===== config.mk =====
export PLATFORM = sky130hd
export DESIGN_NAME = timer_deadline_scheduler_core
export DESIGN_NICKNAME = d
export VERILOG_FILES = /design/src/tds_pkg.sv /design/src/timer_deadline_scheduler_core.sv
export SDC_FILE = /design/constraint.sdc
export NUM_CORES = 2
export LEC_CHECK = 0
export ABC_CLOCK_PERIOD_IN_PS = 12460
export BUFFER_PORTS_ARGS = -buffer_cell sky130_fd_sc_hd__buf_2
export CAP_MARGIN = 20
export CORE_MARGIN = 8
export CORE_UTILIZATION = 42
export CTS_BUF_LIST = sky130_fd_sc_hd__clkbuf_2 sky130_fd_sc_hd__clkbuf_4 sky130_fd_sc_hd__clkbuf_8
export DETAILED_ROUTE_END_ITERATION = 12
export GPL_TIMING_DRIVEN = 0
export PLACE_DENSITY = 0.68
export SLEW_MARGIN = 20
export SYNTH_ARGS = -nofsm -noshare
export SYNTH_HDL_FRONTEND = slang
export SYNTH_SLANG_ARGS = --single-unit
export TNS_END_PERCENT = 50

===== constraint.sdc =====
create_clock -name clk -period 12.46 [get_ports clk]
set_input_delay 1.869 -clock clk [delete_from_list [all_inputs] [get_ports clk]]
set_output_delay 1.869 -clock clk [all_outputs]
set_load 0.05 [all_outputs]

===== src/tds_pkg.sv =====
`default_nettype none

package tds_pkg;

  // Input command codes
  localparam logic [1:0] CMD_TICK   = 2'd0;
  localparam logic [1:0] CMD_SCHED  = 2'd1;
  localparam logic [1:0] CMD_DESCHED = 2'd2;

  // Result status codes
  localparam logic [1:0] ST_FIRED   = 2'd0;
  localparam logic [1:0] ST_SCHEDULED = 2'd1;
  localparam logic [1:0] ST_DESCHEDULED = 2'd2;
  localparam logic [1:0] ST_REJECTED = 2'd3;

  localparam int SLOTS_DEF = 16;
  localparam int CPM_W     = 20;
  localparam int DELAY_W   = 32;
  localparam int OFFSET_W  = DELAY_W + CPM_W;
  localparam int COUNT_W   = 64;
  localparam int HANDLE_W  = 4;

  localparam logic [CPM_W-1:0] CPM_RESET = CPM_W'(1000);

endpackage

`default_nettype wire


===== src/timer_deadline_scheduler_core.sv =====
`default_nettype none

// Deadline timer scheduler.
// Input channel (in_valid / in_stall) takes one command word: tick, schedule
// or deschedule. Result channel (out_valid / out_stall) returns the words it
// causes: one word for schedule, deschedule or an unknown command, one word
// per fired slot for a tick (none for a quiet tick), out_last on the final one.
// Every result word carries the earliest pending deadline after its action.
// cfg_we / cfg_wdata write counts_per_ms; the user must write it only while
// the block is idle: the block itself does not enforce this.
// Deadlines and periods sit in two SLOTS-deep memories with one read port
// each, so each command is worked by a scan pass over the table and then a
// decide step; a tick makes one pass plus one more per fired slot. One word
// is worked on at a time; in_stall is high while it is.
// Reset (synchronous, rst_n low) clears the count, all valid marks, the
// control state and the output valid flag, and sets counts_per_ms to 1000.
// The memories are not cleared: an entry's data is only used while its valid
// mark is set. No clearing pass.
// A stalled result word holds in the output register; the next command is
// still taken meanwhile, and the decide step waits while a word is stalled.
module timer_deadline_scheduler_core #(
  parameter int SLOTS = tds_pkg::SLOTS_DEF
) (
  input  wire logic                          clk,
  input  wire logic                          rst_n,
  // input channel
  input  wire logic                          in_valid,
  output      logic                          in_stall,
  input  wire logic [1:0]                    in_command,
  input  wire logic [tds_pkg::DELAY_W-1:0]   in_delay_ms,
  input  wire logic                          in_periodic,
  input  wire logic [tds_pkg::HANDLE_W-1:0]  in_target_slot,
  // result channel
  output      logic                          out_valid,
  input  wire logic                          out_stall,
  output      logic [1:0]                    out_status,
  output      logic [tds_pkg::HANDLE_W-1:0]  out_timer_slot,
  output      logic                          out_any_pending,
  output      logic [tds_pkg::COUNT_W-1:0]   out_next_deadline,
  output      logic                          out_last,
  // configuration
  input  wire logic                          cfg_we,
  input  wire logic [tds_pkg::CPM_W-1:0]     cfg_wdata
);
  import tds_pkg::*;

  localparam int SW = (SLOTS > 1) ? $clog2(SLOTS) : 1;
  localparam logic [SW-1:0] LAST_IDX = SW'(SLOTS - 1);

  typedef enum logic [2:0] {
    S_IDLE   = 3'b001,
    S_SCAN   = 3'b010,
    S_DECIDE = 3'b100
  } state_t;

  // Deadline and period store, one read and one write port each
  logic [COUNT_W-1:0] dl_mem  [SLOTS];
  logic [COUNT_W-1:0] per_mem [SLOTS];

  state_t               state_r, state_nxt;
  logic [1:0]           cmd_r, cmd_nxt;
  logic                 periodic_r, periodic_nxt;
  logic [COUNT_W-1:0]   count_r, count_nxt;
  logic [CPM_W-1:0]     cpm_r;
  logic [OFFSET_W-1:0]  offset_r, offset_nxt;
  logic [SLOTS-1:0]     valid_r, valid_nxt;
  logic [SLOTS-1:0]     fired_r, fired_nxt;
  logic [1:0]           res_status_r, res_status_nxt;
  logic [HANDLE_W-1:0]  res_slot_r, res_slot_nxt;

  // scan sequencer
  logic [SW-1:0]        rd_addr_r, rd_addr_nxt;
  logic                 rd_go_r, rd_go_nxt;
  logic                 dv_r;
  logic [SW-1:0]        idx_r;
  logic [COUNT_W-1:0]   dl_q_r, per_q_r;

  // scan accumulators
  logic                 min_any_r, min_any_nxt;
  logic [COUNT_W-1:0]   min_dl_r, min_dl_nxt;
  logic                 pick_found_r, pick_found_nxt;
  logic [SW-1:0]        pick_idx_r, pick_idx_nxt;
  logic [COUNT_W-1:0]   pick_dl_r, pick_dl_nxt;
  logic [COUNT_W-1:0]   pick_per_r, pick_per_nxt;
  logic                 free_found_r, free_found_nxt;
  logic [SW-1:0]        free_idx_r, free_idx_nxt;

  // fired slot waiting for the next pass to give its next_deadline
  logic                 pend_r, pend_nxt;
  logic [SW-1:0]        pend_slot_r, pend_slot_nxt;

  // output register
  logic                 out_valid_r, out_valid_nxt;
  logic [1:0]           out_status_r, out_status_nxt;
  logic [HANDLE_W-1:0]  out_slot_r, out_slot_nxt;
  logic                 out_any_r, out_any_nxt;
  logic [COUNT_W-1:0]   out_dl_r, out_dl_nxt;
  logic                 out_last_r, out_last_nxt;

  // memory write port
  logic                 wr_dl_en, wr_per_en;
  logic [SW-1:0]        wr_addr;
  logic [COUNT_W-1:0]   wr_dl, wr_per;

  logic                 in_acc;
  logic                 can_load;
  logic                 start_scan;
  logic                 tgt_ok;
  logic                 cur_valid;
  logic [COUNT_W-1:0]   new_dl;

  assign in_stall = (state_r != S_IDLE);
  assign in_acc   = in_valid && !in_stall;
  assign can_load = !out_valid_r || !out_stall;

  assign tgt_ok    = (int'(in_target_slot) < SLOTS) && valid_r[SW'(in_target_slot)];
  assign cur_valid = valid_r[idx_r];
  assign new_dl    = count_r + COUNT_W'(offset_r);

  always_comb begin
    state_nxt      = state_r;
    cmd_nxt        = cmd_r;
    periodic_nxt   = periodic_r;
    count_nxt      = count_r;
    offset_nxt     = offset_r;
    valid_nxt      = valid_r;
    fired_nxt      = fired_r;
    res_status_nxt = res_status_r;
    res_slot_nxt   = res_slot_r;
    rd_addr_nxt    = rd_addr_r;
    rd_go_nxt      = rd_go_r;
    min_any_nxt    = min_any_r;
    min_dl_nxt     = min_dl_r;
    pick_found_nxt = pick_found_r;
    pick_idx_nxt   = pick_idx_r;
    pick_dl_nxt    = pick_dl_r;
    pick_per_nxt   = pick_per_r;
    free_found_nxt = free_found_r;
    free_idx_nxt   = free_idx_r;
    pend_nxt       = pend_r;
    pend_slot_nxt  = pend_slot_r;
    out_status_nxt = out_status_r;
    out_slot_nxt   = out_slot_r;
    out_any_nxt    = out_any_r;
    out_dl_nxt     = out_dl_r;
    out_last_nxt   = out_last_r;
    out_valid_nxt  = out_valid_r && out_stall;
    wr_dl_en       = 1'b0;
    wr_per_en      = 1'b0;
    wr_addr        = pick_idx_r;
    wr_dl          = pick_dl_r + pick_per_r;
    wr_per         = '0;
    start_scan     = 1'b0;

    unique case (state_r)
      S_IDLE: begin
        if (in_acc) begin
          cmd_nxt      = in_command;
          periodic_nxt = in_periodic;
          offset_nxt   = OFFSET_W'(in_delay_ms) * OFFSET_W'(cpm_r);
          pend_nxt     = 1'b0;
          start_scan   = 1'b1;
          res_status_nxt = ST_REJECTED;
          res_slot_nxt   = '0;
          unique case (in_command)
            CMD_TICK: begin
              count_nxt = count_r + COUNT_W'(1);
              fired_nxt = '0;
            end
            CMD_SCHED: begin
            end
            CMD_DESCHED: begin
              res_slot_nxt = in_target_slot;
              if (tgt_ok) begin
                valid_nxt[SW'(in_target_slot)] = 1'b0;
                res_status_nxt = ST_DESCHEDULED;
              end
            end
            default: begin
            end
          endcase
        end
      end

      S_SCAN: begin
        if (rd_go_r) begin
          rd_go_nxt   = (rd_addr_r != LAST_IDX);
          rd_addr_nxt = SW'(rd_addr_r + 1'b1);
        end
        if (dv_r) begin
          if (cur_valid && (!min_any_r || dl_q_r < min_dl_r)) begin
            min_any_nxt = 1'b1;
            min_dl_nxt  = dl_q_r;
          end
          // earliest due slot not yet fired this tick; ties keep the lower slot
          if ((cmd_r == CMD_TICK) && cur_valid && !fired_r[idx_r] &&
              (dl_q_r <= count_r) && (!pick_found_r || dl_q_r < pick_dl_r)) begin
            pick_found_nxt = 1'b1;
            pick_idx_nxt   = idx_r;
            pick_dl_nxt    = dl_q_r;
            pick_per_nxt   = per_q_r;
          end
          if (!cur_valid && !free_found_r) begin
            free_found_nxt = 1'b1;
            free_idx_nxt   = idx_r;
          end
          if (idx_r == LAST_IDX) begin
            state_nxt = S_DECIDE;
          end
        end
      end

      S_DECIDE: begin
        if (can_load) begin
          out_last_nxt = 1'b1;
          out_any_nxt  = min_any_r;
          out_dl_nxt   = min_any_r ? min_dl_r : '0;
          state_nxt    = S_IDLE;
          unique case (cmd_r)
            CMD_TICK: begin
              // word for the slot fired on the previous pass
              out_valid_nxt  = pend_r;
              out_status_nxt = ST_FIRED;
              out_slot_nxt   = HANDLE_W'(pend_slot_r);
              out_last_nxt   = !pick_found_r;
              if (pick_found_r) begin
                fired_nxt[pick_idx_r] = 1'b1;
                if (pick_per_r == '0) begin
                  valid_nxt[pick_idx_r] = 1'b0;
                end else begin
                  wr_dl_en = 1'b1;
                end
                pend_nxt      = 1'b1;
                pend_slot_nxt = pick_idx_r;
                start_scan    = 1'b1;
              end
            end
            CMD_SCHED: begin
              out_valid_nxt  = 1'b1;
              out_status_nxt = ST_REJECTED;
              out_slot_nxt   = '0;
              if ((offset_r != '0) && free_found_r) begin
                wr_dl_en  = 1'b1;
                wr_per_en = 1'b1;
                wr_addr   = free_idx_r;
                wr_dl     = new_dl;
                wr_per    = periodic_r ? COUNT_W'(offset_r) : '0;
                valid_nxt[free_idx_r] = 1'b1;
                out_status_nxt = ST_SCHEDULED;
                out_slot_nxt   = HANDLE_W'(free_idx_r);
                out_any_nxt    = 1'b1;
                out_dl_nxt     = (min_any_r && min_dl_r < new_dl) ? min_dl_r : new_dl;
              end
            end
            default: begin
              out_valid_nxt  = 1'b1;
              out_status_nxt = res_status_r;
              out_slot_nxt   = res_slot_r;
            end
          endcase
        end
      end

      default: begin
        state_nxt = S_IDLE;
      end
    endcase

    if (start_scan) begin
      state_nxt      = S_SCAN;
      rd_addr_nxt    = '0;
      rd_go_nxt      = 1'b1;
      min_any_nxt    = 1'b0;
      pick_found_nxt = 1'b0;
      free_found_nxt = 1'b0;
    end
  end

  // control state
  always_ff @(posedge clk) begin
    if (!rst_n) begin
      state_r     <= S_IDLE;
      count_r     <= '0;
      cpm_r       <= CPM_RESET;
      valid_r     <= '0;
      fired_r     <= '0;
      rd_go_r     <= 1'b0;
      dv_r        <= 1'b0;
      pend_r      <= 1'b0;
      out_valid_r <= 1'b0;
    end else begin
      state_r     <= state_nxt;
      count_r     <= count_nxt;
      if (cfg_we) begin
        cpm_r <= cfg_wdata;
      end
      valid_r     <= valid_nxt;
      fired_r     <= fired_nxt;
      rd_go_r     <= rd_go_nxt;
      dv_r        <= rd_go_r && (state_r == S_SCAN);
      pend_r      <= pend_nxt;
      out_valid_r <= out_valid_nxt;
    end
  end

  // payload and scan data
  always_ff @(posedge clk) begin
    cmd_r        <= cmd_nxt;
    periodic_r   <= periodic_nxt;
    offset_r     <= offset_nxt;
    res_status_r <= res_status_nxt;
    res_slot_r   <= res_slot_nxt;
    rd_addr_r    <= rd_addr_nxt;
    idx_r        <= rd_addr_r;
    min_any_r    <= min_any_nxt;
    min_dl_r     <= min_dl_nxt;
    pick_found_r <= pick_found_nxt;
    pick_idx_r   <= pick_idx_nxt;
    pick_dl_r    <= pick_dl_nxt;
    pick_per_r   <= pick_per_nxt;
    free_found_r <= free_found_nxt;
    free_idx_r   <= free_idx_nxt;
    pend_slot_r  <= pend_slot_nxt;
    out_status_r <= out_status_nxt;
    out_slot_r   <= out_slot_nxt;
    out_any_r    <= out_any_nxt;
    out_dl_r     <= out_dl_nxt;
    out_last_r   <= out_last_nxt;
  end

  // Memories. Writes happen only in S_DECIDE and reads are only used in
  // S_SCAN, so a read never meets a write to the same entry.
  always_ff @(posedge clk) begin
    if (wr_dl_en) begin
      dl_mem[wr_addr] <= wr_dl;
    end
    if (wr_per_en) begin
      per_mem[wr_addr] <= wr_per;
    end
    dl_q_r  <= dl_mem[rd_addr_r];
    per_q_r <= per_mem[rd_addr_r];
  end

  assign out_valid         = out_valid_r;
  assign out_status        = out_status_r;
  assign out_timer_slot    = out_slot_r;
  assign out_any_pending   = out_any_r;
  assign out_next_deadline = out_dl_r;
  assign out_last          = out_last_r;

  // Memory writes only from the decide step
  a_wr_in_decide: assert property (@(posedge clk) disable iff (!rst_n)
    (wr_dl_en || wr_per_en) |-> (state_r == S_DECIDE))
    else $error("memory write outside decide step");

  // A slot chosen to fire must be due
  a_pick_due: assert property (@(posedge clk) disable iff (!rst_n)
    (state_r == S_DECIDE && cmd_r == CMD_TICK && pick_found_r) |-> (pick_dl_r <= count_r))
    else $error("fired slot not yet due");

  // Each tick starts with no slot marked fired
  a_fired_clear: assert property (@(posedge clk) disable iff (!rst_n)
    (in_acc && in_command == CMD_TICK) |=> (fired_r == '0))
    else $error("fired marks not cleared on tick");

  // No pending timer means a zero compare value
  a_idle_deadline: assert property (@(posedge clk) disable iff (!rst_n)
    (out_valid_r && !out_any_r) |-> (out_dl_r == '0))
    else $error("deadline reported with nothing pending");

endmodule

`default_nettype wire

Yosys cells after proc, flatten, opt, wreduce, memory -nomap -nowiden --
Memories as Yosys holds them, arrays and structs flattened. A register that Yosys moved wholly into a read port is not among the register bits. Index checks and enable logic that the tools add are counted. W data, S select, Z words.
Operators by class: $add $sub $neg 4, $mul 1, divide/modulo/power cells 0, magnitude comparators 11, eq/ne operators 25, shift operators 0, muxes and demuxes 85, bitwise operators 8, reductions and logical operators 45
Operator list (number):
- $mux W64 | 8
- $mux W52 | 5
- $lt A64 B64 Y1 | 3
- $mux W16 | 12
- $pmux W16 S2 | 3
- $add A64 B1 Y64 const B | 1
- $add A64 B52 Y64 | 1
- $add A64 B64 Y64 | 1
- $le A64 B64 Y1 | 1
- $logic_not A64 Y1 | 1
- $mul A32 B20 Y52 | 1
- $reduce_bool A52 Y1 | 1
- $mux W1 | 35
- $and A16 B16 Y16 | 2
- $not A16 Y16 | 2
- $or A16 B16 Y16 | 2
- $ne A3 B3 Y1 const B | 7
- $lt A4 B5 Y1 const B | 4
- $mux W4 | 5
- $ne A2 B2 Y1 const B | 9
- $logic_and A1 B1 Y1 | 14
- $bmux W1 S4 | 3
- $demux W1 S4 | 3
- $ge A4 B1 Y1 const B | 3
- other kinds (28) | 52
Storage, ports and cells: bits in registers 535, bits in latches 0, memory bits (writable) 1856, memory bits (read-only) 0, output and inout port bits 74, word-level logic and storage cells 213, memories 2
Memories:
- dl_mem | words 16, width 64, rd ports 1, clocked after Yosys merged registers in 1, wr ports 1, RTL line timer_deadline_scheduler_core.sv:57 | logic [COUNT_W-1:0] dl_mem [SLOTS];
- per_mem | words 16, width 52, rd ports 1, clocked after Yosys merged registers in 1, wr ports 1, RTL line timer_deadline_scheduler_core.sv:58 | logic [COUNT_W-1:0] per_mem [SLOTS];

Depth between registers and ports, before layout --
depth in word-level cells 11, gate-level depth with buffers 27

Least setup slack after synthesis --
No wires, ideal clock.
kind input port to flip-flop, from in out_stall, to mem dl_mem[7][0], enable pin, arrival time 9531 ps, data required time 11973 ps, setup slack 2442 ps, stages on the path 6, cells stage by stage a21oi_1 nand3_1 nor3b_1 a22o_1 o21ai_0 nor2_1
On the way: word-level cells in the longest chain between the ends 6, elaborated cells on any way between the ends 8
RTL lines:
- start: declaration | RTL line timer_deadline_scheduler_core.sv:35 | input wire logic out_stall,
- $logic_not A1 Y1 * | RTL line timer_deadline_scheduler_core.sv:114 | assign can_load = !out_valid_r || !out_stall;
- $logic_or A1 B1 Y1 * | RTL line timer_deadline_scheduler_core.sv:114
- $mux W1 | RTL line timer_deadline_scheduler_core.sv:214 | if (can_load) begin
- $mux W1 | RTL line timer_deadline_scheduler_core.sv:155 | unique case (state_r)
- $mux W1 | RTL line timer_deadline_scheduler_core.sv:334 | if (wr_dl_en) begin
- $mux W1 (implied by the code) | RTL line timer_deadline_scheduler_core.sv:335 | dl_mem[wr_addr] <= wr_dl;
- end: declaration | RTL line timer_deadline_scheduler_core.sv:57
Mark *: on every way between the ends. The rest lies on a longest branch, timed or not.

Worst setup path in the final report --
from reg offset_r[0], to reg out_dl_r[31] (netlist: out_next_deadline[31]) (data pin)
On the way: word-level cells in the longest chain between the ends 6, elaborated cells on any way between the ends 8
RTL lines:
- start: declaration | RTL line timer_deadline_scheduler_core.sv:65 | logic [OFFSET_W-1:0] offset_r, offset_nxt;
- start signal: assignment | RTL line timer_deadline_scheduler_core.sv:310 | offset_r <= offset_nxt;
- $add A64 B52 Y64 | RTL line timer_deadline_scheduler_core.sv:118 | assign new_dl = count_r + COUNT_W'(offset_r);
- $lt A64 B64 Y1 | RTL line timer_deadline_scheduler_core.sv:252 | out_dl_nxt = (min_any_r && min_dl_r < new_dl) ? min_dl_r : new_dl;
- $logic_and A1 B1 Y1 | RTL line timer_deadline_scheduler_core.sv:252
- $mux W64 | RTL line timer_deadline_scheduler_core.sv:252
- $mux W64 * | RTL line timer_deadline_scheduler_core.sv:242 | if ((offset_r != '0) && free_found_r) begin
- $mux W64 * | RTL line timer_deadline_scheduler_core.sv:219 | unique case (cmd_r)
- end signal: assignment | RTL line timer_deadline_scheduler_core.sv:327 | out_dl_r <= out_dl_nxt;
- end: declaration | RTL line timer_deadline_scheduler_core.sv:97 | logic [COUNT_W-1:0] out_dl_r, out_dl_nxt;
Marks and branches as above. A chain may end at the register's enable or synchronous reset.

==> flow_summary.yaml <==
outcome:
  status: "complete, no violations"
power_and_ir_drop:
  power_w: 0.0268
  ir_drop_mv: 0.358
  powerDensity_mw_per_mm2: 190
  p_int_w: 0.0170
  p_sw_w: 0.00975
  p_seq_frac: 0.360
  netSwitchingFraction: 0.364
  comb_power_share: 0.375
  leakage_nw: 52.8
  power_frac_clock: 0.265
place:
  routabilityCongestion: 0.968
  dpl.hpwl_um: 279000
  place_inst: 12500
  numPortBuffers: 100
  place_ws_ns: 2.69
finish:
  layout_commonest_cell: "edfxtp_1"
  instances_no_fill: 13200
  multiInputGateArea_mm2: 0.0489
  drive_above_1_share: 0.187
  fill_cells: 24900
  nNetsFinal: 10100
  seq_area_mm2: 0.0705
  final_cell_mix: "edfxtp_1, inv_1, nand2_1"
  area_growth_pct: 14.2
clocking:
  cts_setup_buffers: 0
  cts_buffer_depth: 4
  clkLatencyLatePin_ns: 1.03
  cts-resized-gates: 0
  cts_made_buffers: 383
  cts.root.buffer_cell: "clkbuf_8"
  cts_hold_buf: 0
  cts_max_level: 5
  path_clk_slew_ns: 0.06
  cts_tree: "done"
  cts.sinks: 2430
yosys:
  synth-edff-count: 2180
  async_reset_ff_frac: 0
  synth.mux.area_fraction: 0.116
  yosysWarnings: 0
  synth_top_family_by_area: "adder cells"
  synth_nets: 9435
  ys_seq_area_frac: 0.571
  synth-xor-area-share: 0.0150
  syn-cell-area_mm2: 0.123
  synth_adder_area_share: 0.140
  synth_flop_cell: "edfxtp_1"
  synth-simple-area-share: 0.0716
  synth-compound-area-share: 0.0487
  syn_avg_cell_area_um2: 14.9
  synthCells: 8312
  yosys_register_bits: 2430
  synth.distinct_cells: 103
sta:
  fin_crit_ns: 9.45
  worstMarginPinSlew_ns: 1.31
  hold_viol: 0
  rsz0062_at_grt: "no"
  fmaxAchievable_mhz: 106
  fin_worst_skew_ns: 0.159
  slew_headroom: 0.128
  slew_viol_final: 0
  setup_viol_count_final: 0
  min_period_over_period: 0.759
  setup_tns_ns: 0
  setup_ws_ns: 3.01
critical_path:
  critical_path_buf_inv_count: 3
  r2r_cells: 22
  rr_endpoint: "out_next_deadline[31]"
  worstSetupPathType: "reg -> reg"
  crit_path_start_kind: "register"
  arrival_ns: 10.11
  cp_top_family: "compound AO/OA/AOI/OAI gates"
  cp-end-kind: "register"
  reg2reg_from: "offset_r[0]"
  r2r_slack_ns: 3.01
  crit_path_max_fanout: 10
  timing.critical_path.mode_cell: "a21oi_1"
  slowest_delay_ns: 0.81
  cp_cell_sequence: "ha_1, fa_1, a211oi_1, o21ai_1, and2_1, o22ai_1, o31a_1, o21ai_1, a21oi_1, xor2_1, ha_1, and4_1, and4_1, nand3_1, a2111oi_0, a21oi_1, a21oi_1, o21a_1, clkbuf_1, buf_2, buf_2, mux2i_1"
  crit_required_ns: 13.12
  cpMaxStageDelayCell: "mux2i_1"
drt:
  dr.first_iter.drc_count: 8832
  vias: 76000
  routed_wl_um: 371000
  drc_errors: 0
  via_per_inst: 5.75
  ant_nets: 0
  wire_per_inst_um: 28.1
  firstDrtPassIters: 6
min_path:
  holdPathEnd: "idx_r[1]"
  hp-class: "reg -> reg"
  hold_path_depth: 0
  hold_start: "rd_addr_r[1]"
die:
  dieArea_mm2: 0.312
  rows: 199
  start_util: 0.421
  ios: 138
  fp.dieH_um: 558
  die_w_um: 558
  core_mm2: 0.293
grt:
  grt_pass1_vias: 77300
  grt_max_degree: 53
  gr-total-overflow: 0
  antenna_found_initial: 18
  grt_pass1_wl_um: 532000
  grtUsageTotal: 0.233
run:
  maxCapViolCount: 0
registers in the layout, indices dropped and copies added (netlist names), 16 cells and up:
register,cells
min_dl_r,64
pick_dl_r,64
out_next_deadline,64
count_r,64
fired_r,16
pick_per_r,52
per_q_r,52
offset_r,52
per_mem,832
cpm_r,20
valid_r,16
dl_q_r,64
dl_mem,1024
worst max-delay path by stage:
| stage | from | to | cells past startpoint |
|---|---|---|---|
| 2_1_floorplan | out_stall | dl_mem[7][0] | 6 |
| 3_3_place_gp | out_stall | dl_mem[6][19] | 7 |
| 3_5_place_dp | in_delay_ms[7] | offset_r[51] | 26 |
| 4_1_cts | offset_r[0] | out_next_deadline[33] | 22 |
| 5_1_grt | offset_r[0] | out_next_deadline[28] | 22 |
| 6_report | offset_r[0] | out_next_deadline[31] | 22 |
cell usage after synthesis (all sizes together) (80+ instances only):
| cell type | count | area (µm²) |
|---|---|---|
| and3 | 80 | 500 |
| dfxtp | 250 | 5000 |
| mux4 | 594 | 13400 |
| nor2 | 248 | 946 |
| xnor2 | 163 | 1430 |
| and2 | 360 | 2250 |
| mux2i | 100 | 1000 |
| nand3 | 95 | 480 |
| a21o | 140 | 1050 |
| inv | 821 | 3080 |
| ha | 521 | 6520 |
| edfxtp | 2180 | 65500 |
| o21ai | 194 | 975 |
| a21oi | 290 | 1470 |
| nand4 | 112 | 707 |
| nand2 | 635 | 2390 |
| fa | 538 | 10800 |
| clkbuf | 325 | 1220 |
metal layers:
metal  global-route usage  up-vias  wire [µm]
met3               0.0639      810      38000
met1                0.303    39200     144000
met5                    0        -         54
met4                0.101        8      18600
met2                0.370     3940     170000
li1                     -    32000          -
metrics by stage:
stage	area (µm²)	hold WS [ns]	util
after floorplan	123000	0.347	-
after global placement	129000	0.358	0.439
after detailed placement	133000	0.359	0.452
after CTS	141000	0.345	0.480
after global routing	141000	0.353	0.481
final	141000	0.350	0.481
area by class of cell:
class / count / share of cell area
well taps: 3919 / 0.0348
inverters: 822 / 0.0219
diodes: 17 / 0.000302
clock inverters: 145 / 0.00879
clock buffers: 555 / 0.0481
repair buffers: 259 / 0.0279
plain buffers: 399 / 0.0115
flip-flops and latches: 2430 / 0.500
multi-input cells: 4661 / 0.347
logic make-up (layout without fill, tap and decap cells):
family,Yosys count,count (layout)
XOR/XNOR,212,212
adder cells (fa/ha/maj),1059,1059
buffers and inverters,1221,2180
multiplexers,694,694
AO/OA/AOI/OAI,931,931
flip-flops,2430,2430
other,0,17
AND/OR/NAND/NOR,1765,1765
power groups by stage:
stage | Combinational [W] | Clock, W | Sequential (W)
2_1_floorplan | 0.00725 | 0 | 0.00948
3_3_place_gp | 0.00972 | 0 | 0.00977
3_5_place_dp | 0.00988 | 0 | 0.00977
4_1_cts | 0.00997 | 0.00718 | 0.00960
5_1_grt | 0.0112 | 0.00752 | 0.00961
6_report | 0.0101 | 0.00709 | 0.00964
Power figures use the tool's default switching activity.
